## src/design/fscd_pkg.sv

```systemverilog
// Shared constants, codes and types of the force step change detector.
// No dependencies; every design file imports this package.
package fscd_pkg;

    // Sizing of the sample path
    localparam int RING_DEPTH   = 10;
    localparam int SAMPLE_WIDTH = 24;
    localparam int NUM_AXES     = 6;
    localparam int PTR_W        = $clog2(RING_DEPTH);
    localparam int SUM_W        = SAMPLE_WIDTH + PTR_W;
    localparam int ABS_W        = SUM_W - 1;

    // Reciprocal for the divide by RING_DEPTH: exact for every ABS_W-bit dividend
    localparam int DIV_SHIFT          = ABS_W + PTR_W;
    localparam int RECIP_W            = SUM_W;
    localparam logic [63:0] RECIP_FULL =
        ((64'd1 << DIV_SHIFT) + 64'(RING_DEPTH) - 64'd1) / 64'(RING_DEPTH);
    localparam logic [RECIP_W-1:0] RECIP = RECIP_FULL[RECIP_W-1:0];

    // Register fields
    localparam int THRESH_W   = 24;
    localparam int COUNT_W    = 16;
    localparam int AXIS_W     = 3;
    localparam int CFG_IDX_W  = 2;
    localparam int CFG_DATA_W = 24;
    localparam int DIFF_W     = ((SAMPLE_WIDTH > THRESH_W) ? SAMPLE_WIDTH : THRESH_W) + 1;

    // Stream widths
    localparam int S_TDATA_W = ((NUM_AXES * SAMPLE_WIDTH + 7) / 8) * 8;
    localparam int M_TDATA_W = ((SAMPLE_WIDTH + 7) / 8) * 8;
    localparam int M_TUSER_W = 4;

    // Register indexes
    localparam logic [CFG_IDX_W-1:0] CFG_THRESHOLD     = 2'd0;
    localparam logic [CFG_IDX_W-1:0] CFG_CONFIRM_COUNT = 2'd1;
    localparam logic [CFG_IDX_W-1:0] CFG_AXIS_SELECT   = 2'd2;

    // Axis codes
    localparam logic [AXIS_W-1:0] AXIS_FORCE_X  = 3'd0;
    localparam logic [AXIS_W-1:0] AXIS_FORCE_Y  = 3'd1;
    localparam logic [AXIS_W-1:0] AXIS_FORCE_Z  = 3'd2;
    localparam logic [AXIS_W-1:0] AXIS_TORQUE_X = 3'd3;
    localparam logic [AXIS_W-1:0] AXIS_TORQUE_Y = 3'd4;
    localparam logic [AXIS_W-1:0] AXIS_TORQUE_Z = 3'd5;

    // Register reset values
    localparam logic [COUNT_W-1:0] CONFIRM_RESET = 16'd1;

    // Stop causes
    localparam logic [1:0] CAUSE_RUNNING   = 2'd0;
    localparam logic [1:0] CAUSE_TRIGGER   = 2'd1;
    localparam logic [1:0] CAUSE_CONFIRMED = 2'd2;

    typedef struct packed {
        logic signed [THRESH_W-1:0] threshold;
        logic [COUNT_W-1:0]         confirm_count;
        logic [AXIS_W-1:0]          axis_select;
    } fscd_cfg_t;

    typedef struct packed {
        logic signed [SUM_W-1:0] sum;
        logic                    wrap;
    } fscd_ring_stat_t;

    typedef struct packed {
        logic                        keep_going;
        logic [1:0]                  stop_cause;
        logic                        baseline_ready;
        logic signed [SAMPLE_WIDTH-1:0] average;
    } fscd_result_t;

endpackage

```

## src/design/fscd_decide.sv

```systemverilog
// Baseline latch, threshold compare and confirmation counter.
// Depends on fscd_pkg.
module fscd_decide (
    input  logic                                     aclk,
    input  logic                                     aresetn,
    input  logic                                     step,
    input  logic                                     trig,
    input  logic                                     wrap,
    input  logic signed [fscd_pkg::SAMPLE_WIDTH-1:0] average,
    input  fscd_pkg::fscd_cfg_t                      cfg,
    output fscd_pkg::fscd_result_t                   result,
    output logic                                     baseline_valid
);
    import fscd_pkg::*;

    logic signed [SAMPLE_WIDTH-1:0] baseline_reg, baseline_next;
    logic                           valid_reg, valid_next;
    logic                           confirming_reg, confirming_next;
    logic [COUNT_W-1:0]             lag_reg, lag_next;
    logic signed [DIFF_W-1:0]       diff;
    logic signed [DIFF_W-1:0]       thr;
    logic                           thr_pos, thr_neg, hit;
    logic [COUNT_W-1:0]             lag_load, lag_dec;

    // Change from baseline against the signed threshold
    assign diff    = DIFF_W'(average) - DIFF_W'(baseline_reg);
    assign thr     = DIFF_W'(cfg.threshold);
    assign thr_neg = cfg.threshold[THRESH_W-1];
    assign thr_pos = !thr_neg && (|cfg.threshold);
    assign hit     = (thr_pos && (diff > thr)) || (thr_neg && (diff < thr));

    // First hit of a run reloads; count stops at zero
    assign lag_load = confirming_reg ? lag_reg : cfg.confirm_count;
    assign lag_dec  = (lag_load != '0) ? lag_load - 1'b1 : '0;

    always_comb begin
        baseline_next     = baseline_reg;
        valid_next        = valid_reg;
        confirming_next   = confirming_reg;
        lag_next          = lag_reg;
        result.keep_going = 1'b1;
        result.stop_cause = CAUSE_RUNNING;
        if (trig) begin
            result.keep_going = 1'b0;
            result.stop_cause = CAUSE_TRIGGER;
        end else if (!valid_reg) begin
            if (wrap) begin
                valid_next    = 1'b1;
                baseline_next = average;
            end
        end else if (hit) begin
            confirming_next = 1'b1;
            lag_next        = lag_dec;
            if (lag_dec == '0) begin
                result.keep_going = 1'b0;
                result.stop_cause = CAUSE_CONFIRMED;
            end
        end else begin
            confirming_next = 1'b0;
        end
        result.baseline_ready = valid_next;
        result.average        = average;
    end

    assign baseline_valid = valid_reg;

    always_ff @(posedge aclk) begin
        if (!aresetn) begin
            baseline_reg   <= '0;
            valid_reg      <= 1'b0;
            confirming_reg <= 1'b0;
            lag_reg        <= CONFIRM_RESET;
        end else if (step) begin
            baseline_reg   <= baseline_next;
            valid_reg      <= valid_next;
            confirming_reg <= confirming_next;
            lag_reg        <= lag_next;
        end
    end

endmodule

```

## config.mk

```make
export PLATFORM = sky130hd
export DESIGN_NAME = fscd_decide
export DESIGN_NICKNAME = d
export VERILOG_FILES = /design/src/design/fscd_pkg.sv /design/src/design/fscd_decide.sv
export SDC_FILE = /design/constraint.sdc
export NUM_CORES = 1
export LEC_CHECK = 0
export ABC_AREA = 1
export ABC_CLOCK_PERIOD_IN_PS = 9000
export BUFFER_PORTS_ARGS = -buffer_cell sky130_fd_sc_hd__buf_4
export CAP_MARGIN = 20
export CORE_MARGIN = 2
export CORE_UTILIZATION = 55
export DETAILED_ROUTE_END_ITERATION = 10
export GPL_ROUTABILITY_DRIVEN = 0
export PLACE_DENSITY_LB_ADDON = 0.08
export SLEW_MARGIN = 20
export SYNTH_ARGS = -nofsm -noshare
export SYNTH_HDL_FRONTEND = slang
export SYNTH_SLANG_ARGS = --single-unit
```

## constraint.sdc

```tcl
create_clock -name aclk -period 9 [get_ports aclk]
set_clock_uncertainty 0.15 [all_clocks]
set_input_delay 0.45 -clock aclk [delete_from_list [all_inputs] [get_ports aclk]]
set_output_delay 0.45 -clock aclk [all_outputs]
set_load 0.005 [all_outputs]
```

* Word level (Yosys, flattened, before mapping) *
Cells that the tools add are included.

word-level totals
  input bits = 72
  memories = 0
  memory bits (writable) = 0
  bits in latches = 0
  register bits after elaboration = 42
  ROM bits = 0

operators by class
  bitwise logic cells = 2
  multiplexer cells = 10
  $lt $le $gt $ge = 2
  equal/unequal tests = 0
  shifts and indexed selects = 0
  add/subtract/negate cells = 2
  div/mod/pow operators = 0
  reductions and logical operators = 11
  multipliers = 0

operators with widths
  kind                     number
  $mux W16                 2
  $gt A25 B24 Y1           1
  $lt A25 B24 Y1           1
  $sub A24 B24 Y25         1
  $reduce_or A24 Y1        1
  $logic_not A16 Y1        1
  $reduce_bool A16 Y1      1
  $sub A16 B1 Y16 const B  1
  $mux W3                  4
  $reduce_and A4 Y1        2
  $mux W1                  4
  $logic_and A1 B1 Y1      3
  $reduce_and A3 Y1        1
  $not A1 Y1               2
  $logic_not A1 Y1         1
  $logic_or A1 B1 Y1       1

* Longest topological paths before layout *
  depth in word-level cells = 8
  gate-level depth with buffers = 27
  gate-level depth less buffers = 26

* Least setup slack after synthesis *
OpenSTA, ideal clock, no wires.

  path type = input-to-output
  start = in average[0] (netlist bit)
  end = out result[26] (netlist bit)
  path slack = 4,743 ps
  buffers on the path = 1
  arrival time = 3,657 ps
  stages = 22
  cells stage by stage = inv_1 ha_1 fa_1 o21ai_0 nand3_1 nand2_1 nand3_1 nand3_1 nand2_1 a22oi_1 inv_1 ha_1 a21o_1 or2_2 nor2_1 nand4_1 nand2_1 nand2_1 nand2_1 buf_2 nand3_1 nor3_2

RTL lines
  what             line               source
  start, declared  fscd_decide.sv:9   input logic signed [fscd_pkg::SAMPLE_WIDTH-1:0] average,
  end, declared    fscd_decide.sv:11  output fscd_pkg::fscd_result_t result,

==> flow_summary.json <==
{
  "status": "completed",
  "synth-seq-area-share_pct": 18.3,
  "synth_top_cell_area_share_pct": 18.3,
  "rows": 33,
  "post_drt_wl_per_cell_um": 12.8,
  "grt_max_degree": 45,
  "synth_area_per_cell_um2": 6.15,
  "critPathLaunchType": "register",
  "r2r_slack_ns": 4.62,
  "crit_type": "reg2out",
  "finalSetupViolCount": 0,
  "antenna_found_initial": 0,
  "netlist_instances": 747,
  "r2r_cells": 26,
  "ys_warn_count": 0,
  "die_w_um": 95.4,
  "syn_nets": 870,
  "power.total_mw": 0.604,
  "dieArea_mm2": 0.00910,
  "min_path_type": "in2reg",
  "p_comb_share_pct": 46.0,
  "final_max_slew_viol_count": 0,
  "n_antenna_cell": 0,
  "ctsRootBufferMaster": "clkbuf_8",
  "max_stage_delay_ns": 0.55,
  "ant_nets": 0,
  "ir_worst_vdd_mv": 0.0574,
  "post_cts_resized": 0,
  "hold_violations": 0,
  "timing.critical_path.buf_inv": 5,
  "vias": 4924,
  "cts_made_buffers": 5,
  "reg2reg_from": "baseline_reg[2]$_SDFFE_PN0P_",
  "clock_path_buffers": 2,
  "layout.nets": 930,
  "endpoint_kind": "output pin",
  "hold_buffers": 0,
  "critical_path_arrival_ns": 4.54,
  "core-area_mm2": 0.00813,
  "r2r_end": "lag_reg[0]$_SDFFE_PN1P_",
  "period_needed_ns": 5.14,
  "post_cts.repair.setup_buffers": 0,
  "worstPathMaxFanout": 34,
  "die_h_um": 95.4,
  "cp_num_cells": 27,
  "clkLatencyLatePin_ns": 0.30,
  "clkTransAtPathRegs_ns": 0.08,
  "largest_register_ff_count": 24,
  "power_frac_clock_pct": 21.5,
  "rsz0062_at_grt": "no",
  "synth_area_leader_cell": "dfxtp_1",
  "switching_power_mw": 0.236,
  "dr.pass1.iters": 5,
  "drv_cap": 0,
  "first_iter_violations": 273,
  "fill_cells": 793,
  "ios": 101,
  "swShare_pct": 39.0,
  "viasPerCell": 5.39,
  "crit_end": "result[27]",
  "p_per_area_mw_per_mm2": 115,
  "cp_top_family": "simple AND/OR/NAND/NOR gates",
  "ys_ff_latch": 42,
  "worstMarginPinSlew_ns": 0.922,
  "crit_required_ns": 8.40,
  "totalWireLength_um": 11700,
  "finalSetupTns_ns": 0,
  "cp_slowest_cell": "a21boi_0",
  "fmax_ghz": 0.194,
  "crit_path_frequent_cell": "nand2_1",
  "overflow": 0,
  "track_usage_pct": 26.1,
  "dp_hpwl_um": 9320,
  "drc": 0,
  "syn2layout_area_growth_pct": 14.5,
  "drive_gt1_share_pct": 15.3,
  "cts_htree_levels": 2,
  "cts_tree": "yes",
  "slew_headroom_pct": 38.5,
  "ys_types": 35,
  "fin_crit_sh_pct": 57.1,
  "grt_pass1_vias": 4387,
  "syn_area_mm2": 0.00459,
  "internal-power_mw": 0.368,
  "sequentialPowerShare_pct": 32.5,
  "initial_core_util_pct": 56.5,
  "cts.sinks": 42,
  "p_leak_nw": 2.64,
  "synth.area.top_cells": "dfxtp_1 18%, nand2_1 14%, ha_1 14%, inv_1 8.3%, a21oi_1 8.2%",
  "grt_pass1_wl_um": 19300,
  "port_buffers": 97,
  "worstSetupStartpoint": "baseline_reg[2]$_SDFFE_PN0P_"
}
final cells by class:
cell class,instances,area (um^2),share of cell area [%]
clock buffer,7,86.3,1.64
clock inverter,1,5.00,0.0952
inverter,105,394,7.49
multi-input combinational,555,3070,58.3
sequential,42,841,16.0
tap,105,131,2.50
timing repair buffer,98,736,14.0
power groups by stage:
stage / combinational (mW) / sequential [mW] / clock [mW]
finish: 0.277 / 0.196 / 0.130
global route: 0.316 / 0.197 / 0.142
CTS: 0.274 / 0.196 / 0.135
detailed placement: 0.272 / 0.201 / 0
global placement: 0.263 / 0.201 / 0
floorplan: 0.198 / 0.200 / 0
cells in the mapped netlist:
| library cell | n |
|---|---|
| nand2_1 | 168 |
| inv_1 | 102 |
| a21oi_1 | 75 |
| nor2_1 | 68 |
| nand3_1 | 62 |
| o21ai_0 | 53 |
| ha_1 | 50 |
| dfxtp_1 | 42 |
| buf_4 | 27 |
| xor2_1 | 15 |
| xnor2_1 | 10 |
| clkbuf_1 | 8 |
| nand4_1 | 8 |
| nand2_2 | 7 |
| nor3_1 | 6 |
| buf_2 | 5 |
| o21ai_1 | 4 |
| a21boi_0 | 3 |
| a21o_1 | 3 |
| buf_1 | 3 |
| inv_2 | 3 |
| nand3b_1 | 3 |
| nor2_2 | 3 |
| nor4_1 | 3 |
| buf_6 | 2 |
| nor2_4 | 2 |
| o211a_1 | 2 |
| o21a_1 | 2 |
| o21bai_1 | 2 |
| a22oi_1 | 1 |
| fa_1 | 1 |
| nand2_4 | 1 |
| nor3_2 | 1 |
| o211ai_1 | 1 |
| or2_2 | 1 |
worst register-to-register path, cell delays in order, from the launching register on:
cell      delay [ns]
dfxtp_1         0.32
inv_1           0.05
ha_1            0.32
a21oi_1         0.15
o21ai_0         0.18
a21boi_0        0.55
inv_1           0.14
nand3_1         0.10
nand3_1         0.13
nand2_1         0.09
nand2_1         0.05
xor2_1          0.14
inv_1           0.07
ha_1            0.29
nand2_1         0.09
nor2_1          0.18
a21boi_0        0.23
nor2_1          0.09
nand3_1         0.09
nand2_1         0.07
nand2_1         0.06
nand2_1         0.04
nand2_1         0.06
buf_4           0.32
nand2_1         0.14
nand2_1         0.09
nand3_1         0.06
metal layers:
| metal | up-vias | track usage (%) | wire length, um |
|---|---|---|---|
| met4 | 0 | 7.14 | 165 |
| met2 | 184 | 42.7 | 5170 |
| met1 | 2191 | 35.6 | 5450 |
| met3 | 21 | 4.11 | 869 |
| li1 | 2528 | - | - |
| met5 | - | 0 | 0 |
kinds of logic (layout without fill, tap and decap cells):
kind of cell,after synthesis,count (layout),synth area share (%)
AOI/OAI and AO/OA,146,146,16.8
xor gates and xnor gates,25,25,4.77
adders and majority gates,51,51,14.1
buffers and inverters,150,211,14.9
DFF,42,42,18.3
and+or+nand+nor,333,333,31.1
stage by stage:
step,instance area [um^2],setup WS [ns],utilization [%],hold WS [ns],std cells
finish,5260,3.86,64.7,0.272,913
detailed placement,5170,3.99,63.5,0.297,905
global route,5260,3.36,64.7,0.297,913
floorplan,4590,4.74,-,0.279,747
CTS,5260,3.94,64.7,0.266,913
global placement,5170,4.06,63.5,0.292,905
cell usage in the layout (no fill, tap or decap), types with 6 or more instances in the layout:
cell type,count
a21oi_1,75
buf_4,98
clkbuf_8,6
dfxtp_1,42
ha_1,50
inv_1,101
nand2_1,168
nand2_2,7
nand3_1,62
nand4_1,8
nor2_1,68
nor3_1,6
o21ai_0,53
xnor2_1,10
xor2_1,15
worst min path at each step:
stage / startpoint / end / depth (start not counted)
4_1_cts: average[0] / baseline_reg[0]$_SDFFE_PN0P_ / 3
2_1_floorplan: lag_reg[0]$_SDFFE_PN1P_ / lag_reg[0]$_SDFFE_PN1P_ / 2
6_report: average[0] / baseline_reg[0]$_SDFFE_PN0P_ / 3
3_5_place_dp: lag_reg[0]$_SDFFE_PN1P_ / lag_reg[0]$_SDFFE_PN1P_ / 2
3_3_place_gp: baseline_reg[21]$_SDFFE_PN0P_ / baseline_reg[21]$_SDFFE_PN0P_ / 2
5_1_grt: average[2] / baseline_reg[2]$_SDFFE_PN0P_ / 3
Power figures use the tool's default switching activity.
