$ cat config.mk
export PLATFORM = sky130hd
export DESIGN_NAME = fscd_ring
export DESIGN_NICKNAME = d
export VERILOG_FILES = /design/src/design/fscd_pkg.sv /design/src/design/fscd_ring.sv
export SDC_FILE = /design/constraint.sdc
export NUM_CORES = 1
export LEC_CHECK = 0
export ABC_CLOCK_PERIOD_IN_PS = 12850
export BUFFER_PORTS_ARGS = -buffer_cell sky130_fd_sc_hd__buf_2
export CAP_MARGIN = 10
export CORE_UTILIZATION = 30
export DETAILED_ROUTE_END_ITERATION = 6
export PLACE_DENSITY_LB_ADDON = 0.08
export SLEW_MARGIN = 30
export SYNTH_ARGS = -nofsm -noshare
export SYNTH_HDL_FRONTEND = slang
export SYNTH_SLANG_ARGS = --single-unit
export TNS_END_PERCENT = 30
$ cat constraint.sdc
create_clock -name aclk -period 12.85 [get_ports aclk]
set_input_delay 1.285 -clock aclk [delete_from_list [all_inputs] [get_ports aclk]]
set_output_delay 1.285 -clock aclk [all_outputs]
set_load 0.005 [all_outputs]
$ cat src/design/fscd_pkg.sv
// Shared constants, codes and types of the force step change detector.
// No dependencies; every design file imports this package.
package fscd_pkg;

    // Sizing of the sample path
    localparam int RING_DEPTH   = 10;
    localparam int SAMPLE_WIDTH = 24;
    localparam int NUM_AXES     = 6;
    localparam int PTR_W        = $clog2(RING_DEPTH);
    localparam int SUM_W        = SAMPLE_WIDTH + PTR_W;
    localparam int ABS_W        = SUM_W - 1;

    // Reciprocal for the divide by RING_DEPTH: exact for every ABS_W-bit dividend
    localparam int DIV_SHIFT          = ABS_W + PTR_W;
    localparam int RECIP_W            = SUM_W;
    localparam logic [63:0] RECIP_FULL =
        ((64'd1 << DIV_SHIFT) + 64'(RING_DEPTH) - 64'd1) / 64'(RING_DEPTH);
    localparam logic [RECIP_W-1:0] RECIP = RECIP_FULL[RECIP_W-1:0];

    // Register fields
    localparam int THRESH_W   = 24;
    localparam int COUNT_W    = 16;
    localparam int AXIS_W     = 3;
    localparam int CFG_IDX_W  = 2;
    localparam int CFG_DATA_W = 24;
    localparam int DIFF_W     = ((SAMPLE_WIDTH > THRESH_W) ? SAMPLE_WIDTH : THRESH_W) + 1;

    // Stream widths
    localparam int S_TDATA_W = ((NUM_AXES * SAMPLE_WIDTH + 7) / 8) * 8;
    localparam int M_TDATA_W = ((SAMPLE_WIDTH + 7) / 8) * 8;
    localparam int M_TUSER_W = 4;

    // Register indexes
    localparam logic [CFG_IDX_W-1:0] CFG_THRESHOLD     = 2'd0;
    localparam logic [CFG_IDX_W-1:0] CFG_CONFIRM_COUNT = 2'd1;
    localparam logic [CFG_IDX_W-1:0] CFG_AXIS_SELECT   = 2'd2;

    // Axis codes
    localparam logic [AXIS_W-1:0] AXIS_FORCE_X  = 3'd0;
    localparam logic [AXIS_W-1:0] AXIS_FORCE_Y  = 3'd1;
    localparam logic [AXIS_W-1:0] AXIS_FORCE_Z  = 3'd2;
    localparam logic [AXIS_W-1:0] AXIS_TORQUE_X = 3'd3;
    localparam logic [AXIS_W-1:0] AXIS_TORQUE_Y = 3'd4;
    localparam logic [AXIS_W-1:0] AXIS_TORQUE_Z = 3'd5;

    // Register reset values
    localparam logic [COUNT_W-1:0] CONFIRM_RESET = 16'd1;

    // Stop causes
    localparam logic [1:0] CAUSE_RUNNING   = 2'd0;
    localparam logic [1:0] CAUSE_TRIGGER   = 2'd1;
    localparam logic [1:0] CAUSE_CONFIRMED = 2'd2;

    typedef struct packed {
        logic signed [THRESH_W-1:0] threshold;
        logic [COUNT_W-1:0]         confirm_count;
        logic [AXIS_W-1:0]          axis_select;
    } fscd_cfg_t;

    typedef struct packed {
        logic signed [SUM_W-1:0] sum;
        logic                    wrap;
    } fscd_ring_stat_t;

    typedef struct packed {
        logic                        keep_going;
        logic [1:0]                  stop_cause;
        logic                        baseline_ready;
        logic signed [SAMPLE_WIDTH-1:0] average;
    } fscd_result_t;

endpackage

$ cat src/design/fscd_ring.sv
// Sample ring: axis selection, negation, ring store and running sum.
// Depends on fscd_pkg.
module fscd_ring (
    input  logic                                       aclk,
    input  logic                                       aresetn,
    input  logic                                       step,
    input  logic                                       trig,
    input  logic [fscd_pkg::NUM_AXES*fscd_pkg::SAMPLE_WIDTH-1:0] samples,
    input  logic [fscd_pkg::AXIS_W-1:0]                axis_select,
    output fscd_pkg::fscd_ring_stat_t                  stat
);
    import fscd_pkg::*;

    localparam logic signed [SAMPLE_WIDTH-1:0] SAMPLE_MIN = {1'b1, {(SAMPLE_WIDTH-1){1'b0}}};
    localparam logic signed [SAMPLE_WIDTH-1:0] SAMPLE_MAX = ~SAMPLE_MIN;

    logic signed [SAMPLE_WIDTH-1:0] ring_reg [RING_DEPTH];
    logic [PTR_W-1:0]               ptr_reg;
    logic [PTR_W-1:0]               ptr_next;
    logic signed [SUM_W-1:0]        sum_reg;
    logic signed [SUM_W-1:0]        sum_next;
    logic signed [SAMPLE_WIDTH-1:0] raw;
    logic signed [SAMPLE_WIDTH-1:0] x;
    logic                           last;

    // Pick the watched component; the unused codes fall on torque z
    always_comb begin
        case (axis_select)
            AXIS_FORCE_X:  raw = samples[0*SAMPLE_WIDTH +: SAMPLE_WIDTH];
            AXIS_FORCE_Y:  raw = samples[1*SAMPLE_WIDTH +: SAMPLE_WIDTH];
            AXIS_FORCE_Z:  raw = samples[2*SAMPLE_WIDTH +: SAMPLE_WIDTH];
            AXIS_TORQUE_X: raw = samples[3*SAMPLE_WIDTH +: SAMPLE_WIDTH];
            AXIS_TORQUE_Y: raw = samples[4*SAMPLE_WIDTH +: SAMPLE_WIDTH];
            default:       raw = samples[5*SAMPLE_WIDTH +: SAMPLE_WIDTH];
        endcase
    end

    // Negate, saturating the most negative code
    assign x = (raw == SAMPLE_MIN) ? SAMPLE_MAX : -raw;

    // Running sum and pointer update
    assign last     = (ptr_reg == PTR_W'(RING_DEPTH - 1));
    assign ptr_next = last ? '0 : ptr_reg + 1'b1;
    assign sum_next = sum_reg + SUM_W'(x) - SUM_W'(ring_reg[ptr_reg]);

    // A trigger transaction sees the sum as it stands
    assign stat.sum  = trig ? sum_reg : sum_next;
    assign stat.wrap = last;

    always_ff @(posedge aclk) begin
        if (!aresetn) begin
            ptr_reg <= '0;
            sum_reg <= '0;
            for (int i = 0; i < RING_DEPTH; i++) begin
                ring_reg[i] <= '0;
            end
        end else if (step) begin
            ring_reg[ptr_reg] <= x;
            ptr_reg           <= ptr_next;
            sum_reg           <= sum_next;
        end
    end

endmodule

# [After elaboration in Yosys (flattened, before gate mapping)]
# Memories as Yosys holds them, arrays and structs flattened. A register that Yosys moved wholly into a read port is not among the register bits.
# Cells that the tools add are included.
# Widths: inputs -> output; s select.
[word_totals] reg_bits=32 ram_bits=240 word_cells=28 mem_count=1
[mem_list] memory="ring_reg" words=10 width=24 rd=1 rd_clocked_by_memory_dff=1 wr=10 line_no="fscd_ring.sv:17" rtl="logic signed [SAMPLE_WIDTH-1:0] ring_reg [RING_DEPTH];"
[op_classes] n_addsub=4 eq_ne=6 muxes=13 n_reduce_logical=2
[op_table] operator="$pmux 24 s5" n=1
[op_table] operator="$mux 24" n=2
[op_table] operator="$add 28x24->28" n=1
[op_table] operator="$mux 28" n=1
[op_table] operator="$sub 28x24->28" n=1
[op_table] operator="$eq 24x24->1 const B" n=1
[op_table] operator="$neg 24->24" n=1
[op_table] operator="$reduce_or 24->1" n=1
[op_table] operator="$mux 4" n=4
[op_table] operator="$eq 3x2->1 const B" n=2
[op_table] operator="$mux 1" n=5
[op_table] operator="$add 4x1->4 const B" n=1
[op_table] operator="$eq 4x4->1 const B" n=1
[op_table] operator="$eq 3x1->1 const B" n=1
[op_table] operator="$eq 3x3->1 const B" n=1
[op_table] operator="$logic_not 3->1" n=1

# [Longest topological paths before layout]
# Gate-level depths: netlist of the first run.
[depth] depth_word=7 depth_mapped=27

# [Worst setup path before layout of the first run]
# Ideal clock, no wire load.
[synth_path] path_kind="input to output" startpoint="in axis_select[1] (netlist bit)" endpoint="out stat[25] (netlist bit)" arrival_ns=6.472 required_ns=11.565 slack_ns=5.093 stages=26 path_buffers=4 cell_sequence="buf_6 > nor2_2 > mux2i_1 > a221o_1 > ha_1 > o21ai_0 > a221oi_1 > nand4_2 > nor3_2 > and3b_1 > buf_6 > buf_6 > buf_2 > nor2_1 > fa_1 > inv_1 > fa_1 > a211oi_1 > o21bai_1 > a21o_1 > o31a_1 > a31oi_1 > o211ai_1 > o31ai_1 > xnor2_1 > o21ai_0"
[synth_lines] element="start, declared" line_no="fscd_ring.sv:9" rtl="input logic [fscd_pkg::AXIS_W-1:0] axis_select,"
[synth_lines] element="end, declared" line_no="fscd_ring.sv:10" rtl="output fscd_pkg::fscd_ring_stat_t stat"

==> summary.txt, run 1 <==
Outcome
  • Status: complete, no violations

Timing
  • Max-slew violations: 0
  • TNS Setup: 0 ns
  • RSZ-0062 raised after global routing: false
  • Fmax: roughly 100 MHz
  • Slew headroom: approximately 37%
  • Crit share post-route: between 70% and 80%
  • Worst Clk Skew: between 0.02 and 0.03 ns
  • Setup-failing EPs final: 0
  • Final hold violation count: 0
  • Least-Margin Pin Slew: ~0.95 ns
  • Period minus WS final: approximately 10 ns

Global route
  • GR Util All Layers: between 15 and 20%
  • Vias in the first global route: around 15k
  • Initial antenna violation count: 1
  • Remaining Overflow, GRT: 0
  • Largest net degree at the start of global routing: 67
  • Global-route wire length before repair: between 100,000 and 150,000 microns

Drt
  • Final wirelength: just under 70,000 microns
  • Pre-antenna DRT Iters: 5
  • Vias per cell: between 5 and 6
  • Post-DRT Antenna Nets: 0
  • Drt first-iter violations: 1,076
  • Routed len/inst: ~24 microns
  • Drt drc: 0
  • DR vias: ~14k

Critical path
  • Highest fanout seen on the critical path: 56
  • CP arrival: about 8.7 ns
  • Startpoint types: input pin
  • Kind of critical path: in2out
  • CP endpoint kind: output pin
  • Worst EP required: 11.56 ns

Die
  • Die ar.: 0.07358 sq mm
  • Top Ports: 180
  • Starting Density: around 30%
  • Die width: approximately 270 microns
  • Core area: ~0.072 sq mm
  • Row count: a little under 100
  • Die Y: 271.3 microns

Power and ir drop
  • Leakage power: roughly 9.2 nW
  • Worst-case vdd ir drop: between 0.1 and 0.15 mV
  • Pwr dens: approximately 170 mW/mm^2

Place
  • Final GP Congestion: 0.8083
  • Area after DPL: 0.02366 sq mm
  • Port bufs: approximately 180
  • Hpwl dp: 45,380 microns

Run
  • Max-Cap Viols: 0

Logic synthesis
  • EDFF count, synth: 384
  • Yosys reg bits: 420
  • Yosys Warn Count: 0
  • Leading area contributor after synthesis: edfxtp_1
  • Synth Instances: 1,649
  • Post-Syn Area: roughly 0.022 sq mm
  • Ys flop type: edfxtp_1
  • Netlist cell types: 75
  • Most frequent cell after synthesis: edfxtp_1
  • Syn_nets: 1,856
  • Post-Syn Area per Cell: between 10 and 15 sq um
  • Synth area leaders: edfxtp_1 (53%), mux4_2 (13%), nor2_1 (4.6%)
  • Top post-synthesis cells by count: edfxtp_1 (384), nor2_1 (266), mux4_2 (122), inv_1 (114), nand2_1 (85)
  • Sequential share of the synthesized area: approximately 56%
  • FFs w/ async S/R, synth: 0%
  • Yosys top cell area share: 53.01%

Layout
  • Multi-input logic area: roughly 0.0086 sq mm
  • Final design area excluding fillers: between 0.02 and 0.03 sq mm
  • Area Growth Syn to Fin: 16.02%
  • Sequential Area: approximately 0.012 sq mm
  • Max reg flops: around 380
  • Filler Cell Count: 7,086
  • Final nets: 2,017
  • Share of cells above drive strength 1: between 20% and 30%

Clock tree
  • CTS root buf: clkbuf_16
  • Clock Latency Late Sink: 0.59 ns
  • CTS tree: built
  • CTS resizes: 0
  • Clk pin slew, worst setup/hold paths: 0.06 ns
  • CTS Hold Buffers Added: 0
  • Htree depth: 2
  • Post-CTS Setup Bufs: 0
  • Max clock buf depth: 3
  • Clk sinks: 420
  • CTS Buf Count: 48

Min path
  • Hold Path Class: reg2reg
cell type report:
cell class | count | area share [%]
diodes | 1 | 0.009916
clock buffers | 56 | 4.963
clock inverters | 31 | 1.155
inverters | 114 | 1.696
multi-input cells | 1011 | 34.14
flip-flops and latches | 420 | 48.59
well taps | 950 | 4.710
repair buffers | 215 | 4.740
routing by layer:
| metal | up-vias | track usage (%) | part of all wire, % |
|---|---|---|---|
| li1 | 6387 | - | - |
| met1 | 7188 | 25.69 | 46 |
| met2 | 347 | 30.73 | 48 |
| met3 | 85 | 2.362 | 4.5 |
| met4 | 0 | 4.435 | 2.0 |
| met5 | - | 0 | 0 |
power breakdown:
part,switching (mW),internal (mW)
Sequential,0.0386,1.56
Clock,0.577,0.797
Combinational,0.739,0.529
Total,1.35,2.89
cells in the final DEF (no fill, tap or decap), types with 12 or more instances in the layout:
master,instances
a21o_1,17
a21oi_1,37
and2_1,21
buf_2,179
buf_4,33
clkbuf_16,49
clkinv_1,12
dfxtp_1,32
edfxtp_1,384
fa_1,27
ha_1,29
inv_1,114
mux2_2,15
mux2i_1,39
mux4_2,122
nand2_1,80
nand2b_1,18
nand3_1,29
nor2_1,263
nor2b_1,21
o21ai_0,54
xnor2_1,21
xor2_1,21
through the flow:
step                      util, %  hold slack [ns]  std cells  total power [mW]  setup WS [ns]
after floorplan                 -           0.4525       1649             2.489          5.093
after global placement      33.01           0.4625       2707             2.899          3.157
after detailed placement    33.05           0.4701       2708             2.904          2.978
after CTS                   35.20           0.4795       2795             4.292          2.941
after global routing        35.24           0.5131       2798             4.484          2.157
final                       35.24           0.4808       2798             4.240          2.898
worst paths after layout:
path | to | from | cells after the start | slack (ns)
setup / recovery | stat[28] | axis_select[1] | 25 | 2.90
hold reg to reg | sum_reg[2]$_SDFFE_PN0P_ | sum_reg[2]$_SDFFE_PN0P_ | 2 | 0.48
setup reg to reg | sum_reg[27]$_SDFFE_PN0P_ | flip-flop | 16 | 6.88
hold / removal | sum_reg[2]$_SDFFE_PN0P_ | sum_reg[2]$_SDFFE_PN0P_ | 2 | 0.48
cells by family (layout without fill, tap and decap cells):
| logic type | Yosys count | after routing | synth area share [%] |
|---|---|---|---|
| multiplexers | 176 | 176 | 15.20 |
| adder cells (fa/ha/maj) | 56 | 56 | 4.153 |
| AO/OA/AOI/OAI | 221 | 221 | 7.334 |
| XOR/XNOR | 42 | 42 | 1.691 |
| AND/OR/NAND/NOR | 516 | 516 | 10.98 |
| flip-flops | 420 | 420 | 56.33 |
| other | 0 | 1 | 0 |
| buffers and inverters | 218 | 416 | 4.314 |
worst max-delay path: stages:
cell and delay [ns]:
buf_2 0.10, buf_4 0.31, nor2_2 0.77, mux2i_1 0.27, a221o_1 0.21, ha_1 0.19
o21ai_0 0.13, a221oi_1 0.57, nand4_2 0.33, nor3_2 0.21, and3b_2 0.55, buf_4 0.44
nor2_1 0.12, fa_1 0.50, inv_1 0.04, ha_1 0.37, a21oi_1 0.25, nand2_1 0.10
a211oi_1 0.40, a211oi_1 0.21, o31ai_1 0.40, o211ai_1 0.26, or3_1 0.35, o211ai_1 0.16
buf_2 0.13
Power figures use the tool's default switching activity.
==> run 2: changes to the inputs <==
ABC_CLOCK_PERIOD_IN_PS = 10000   (was 12850)
clock period = 10 ns   (was 12.85 ns; I/O delays follow)
==> run 2 against run 1 <==
Net effect: final area fell by 0.27%; sequential power rose by 28%; sequential share of layout area grew 0.13 points; first-iteration DRC count grew 12%; critical path type unchanged; flip-flop and latch count did not move.
==> summary.txt, run 2 (synthesis results as in run 1) <==
Outcome
  • Status: complete, no violations (unchanged)

Timing
  • Final hold violation count: 0 (unchanged)
  • Slew headroom: 37.65% (was 36.55%)
  • Worst Clk Skew: 0.04642 ns (was 0.02834 ns)
  • Max-slew violations: 0 (unchanged)
  • RSZ-0062 raised after global routing: false (unchanged)
  • Period minus WS final: a little under 9 ns
  • Least-Margin Pin Slew: 0.9342 ns (was 0.9517 ns)
  • Fmax: ~120 MHz
  • Crit share post-route: a little under 90%
  • TNS Setup: 0 ns (unchanged)
  • Setup ws final: 1.349 ns (was 2.898 ns)
  • Setup-failing EPs final: 0 (unchanged)

Global route
  • Vias in the first global route: 14.35k (was 14.64k)
  • Largest net degree at the start of global routing: 53 (was 67)
  • Global-route wire length before repair: 100,500 microns (was 100,400 microns)
  • Initial antenna violation count: 2 (was 1)
  • GR Util All Layers: 18.80% (was 18.53%)
  • Remaining Overflow, GRT: 0 (unchanged)

Drt
  • DR vias: 14.14k (was 14.01k)
  • Post-DRT Antenna Nets: 0 (unchanged)
  • Vias per cell: 5.053 (was 5.006)
  • Routed len/inst: 24.64 microns (was 24.24 microns)
  • Final wirelength: 68,980 microns (was 67,830 microns)
  • Drt first-iter violations: 1,210 (was 1,076)
  • Drt drc: 0 (unchanged)
  • Pre-antenna DRT Iters: 5 (unchanged)

Clock tree
  • CTS root buf: clkbuf_16 (unchanged)
  • CTS tree: built (unchanged)
  • CTS Hold Buffers Added: 0 (unchanged)
  • Clk sinks: 420 (unchanged)
  • Htree depth: 2 (unchanged)
  • Clock Latency Late Sink: 0.61 ns (was 0.59 ns)
  • Max clock buf depth: 3 (unchanged)
  • Post-CTS Setup Bufs: 0 (unchanged)
  • CTS Buf Count: 47 (was 48)
  • Clk pin slew, worst setup/hold paths: 0.06 ns (about the same)
  • CTS resizes: 0 (unchanged)

Layout
  • Final nets: 2,020 (was 2,017)
  • Filler Cell Count: 7,048 (was 7,086)
  • Commonest non-fill, non-tap cells in the layout: edfxtp_1 (384), nor2_1 (263), buf_2 (179) (unchanged)
  • Area Growth Syn to Fin: 15.70% (was 16.02%)
  • Most common cell after layout, fill and taps aside: edfxtp_1 (unchanged)
  • Share of cells above drive strength 1: 26.48% (was 26.58%)
  • Max reg flops: 384 (unchanged)
  • Sequential Area: 0.01226 sq mm (about the same)
  • Multi-input logic area: 0.008617 sq mm (was 0.008615 sq mm)
  • Post-layout util: 35.14% (was 35.24%)

Critical path
  • CP arrival: 7.65 ns (was 8.67 ns)
  • Kind of critical path: in2out (unchanged)
  • CP endpoint kind: output pin (unchanged)
  • Startpoint types: input pin (unchanged)
  • Critical Path Max Stage Delay: 0.60 ns (was 0.77 ns)
  • Worst EP required: 9.00 ns (was 11.56 ns)
  • Highest fanout seen on the critical path: 27 (was 56)
  • Slowest CP cell: and3b_2 (was nor2_2)
  • Worst path cell trace: buf_2 -> nand2b_1 -> a211oi_1 -> a221o_1 -> ha_1 -> o21ai_0 -> a221oi_1 -> nand4_2 -> nor3_2 -> and3b_2 -> buf_4 -> nor2_1 -> fa_1 -> inv_1 -> ha_1 -> a21o_1 -> a21o_1 -> a21oi_1 -> o2bb2ai_1 -> o31ai_1 -> o211ai_1 -> or3_1 -> o211ai_1 -> buf_2

Die
  • Top Ports: 180 (unchanged)
  • Row count: 98 (unchanged)
  • Core area: 0.07161 sq mm (unchanged)
  • Starting Density: 30.37% (unchanged)
  • Die ar.: 0.07358 sq mm (unchanged)
  • Die Y: 271.3 microns (unchanged)
  • Die width: 271.3 microns (unchanged)

Min path
  • Hold Path Class: reg2reg (unchanged)

Power and ir drop
  • Worst-case vdd ir drop: 0.1247 mV (was 0.1003 mV)
  • Leakage power: 9.169 nW (was 9.200 nW)
  • Pwr dens: 212.3 mW/mm^2 (was 168.0 mW/mm^2)

Run
  • Max-Cap Viols: 0 (unchanged)

Place
  • Hpwl dp: 45,540 microns (was 45,380 microns)
  • Port bufs: 179 (unchanged)
  • Post-Place Setup Slack: 1.332 ns (was 2.978 ns)
  • Final GP Congestion: 0.8240 (was 0.8083)
run 2: cell types whose count changed in the layout (fill, tap and decap cells not counted), sizes merged:
cell	change
buf	+5
clkbuf	+1
bufinv	-3
diode	+1
clkinv	-1
clkinvlp	-2
run 2: critical path, delay by kind of cell:
kind            cells  cell delay, ns
simple gates        6            1.85
compound gates     11            2.71
fa+ha+maj           3            1.02
buf+inv             4            1.04
run 2: per-layer routing:
metal	part of all wire (%)	track usage (%)	vias to the layer above
met3	5.9	3.388	84
li1	-	-	6390
met1	45	25.87	7259
met2	47	29.99	411
met4	2.9	6.002	0
met5	0	0	-
run 2: where the power goes:
group	switching, mW	internal, mW
registers	0.0490	2.00
logic	0.944	0.679
clock network	0.733	0.934
run 2: metrics by stage:
stage | hold slack, ns | cells | instance area (sq um) | total power, mW
2_1_floorplan | 0.4525 | 1649 | 21750 | 3.198
4_1_cts | 0.4778 | 2797 | 25160 | 5.414
5_1_grt | 0.4934 | 2799 | 25170 | 5.663
3_3_place_gp | 0.4648 | 2713 | 23680 | 3.721
6_report | 0.4763 | 2799 | 25170 | 5.343
3_5_place_dp | 0.4683 | 2714 | 23710 | 3.729
run 2: final cells by class:
type | instances | area share (%)
Timing Repair Buffer | 219 | 4.832
Tap cell | 950 | 4.723
Antenna cell | 2 | 0.01989
Sequential cell | 420 | 48.72
Clock buffer | 58 | 4.922
Inverter | 114 | 1.700
Clock inverter | 25 | 0.8452
Multi-Input combinational cell | 1011 | 34.24
run 2: worst paths after layout:
path	startpoint	end	slack (ns)	cells past startpoint
min	sum_reg[23]$_SDFFE_PN0P_	sum_reg[23]$_SDFFE_PN0P_	0.48	2
max reg2reg	flip-flop	sum_reg[27]$_SDFFE_PN0P_	4.21	15
max	axis_select[1]	stat[28]	1.35	24
min reg2reg	sum_reg[23]$_SDFFE_PN0P_	sum_reg[23]$_SDFFE_PN0P_	0.48	2
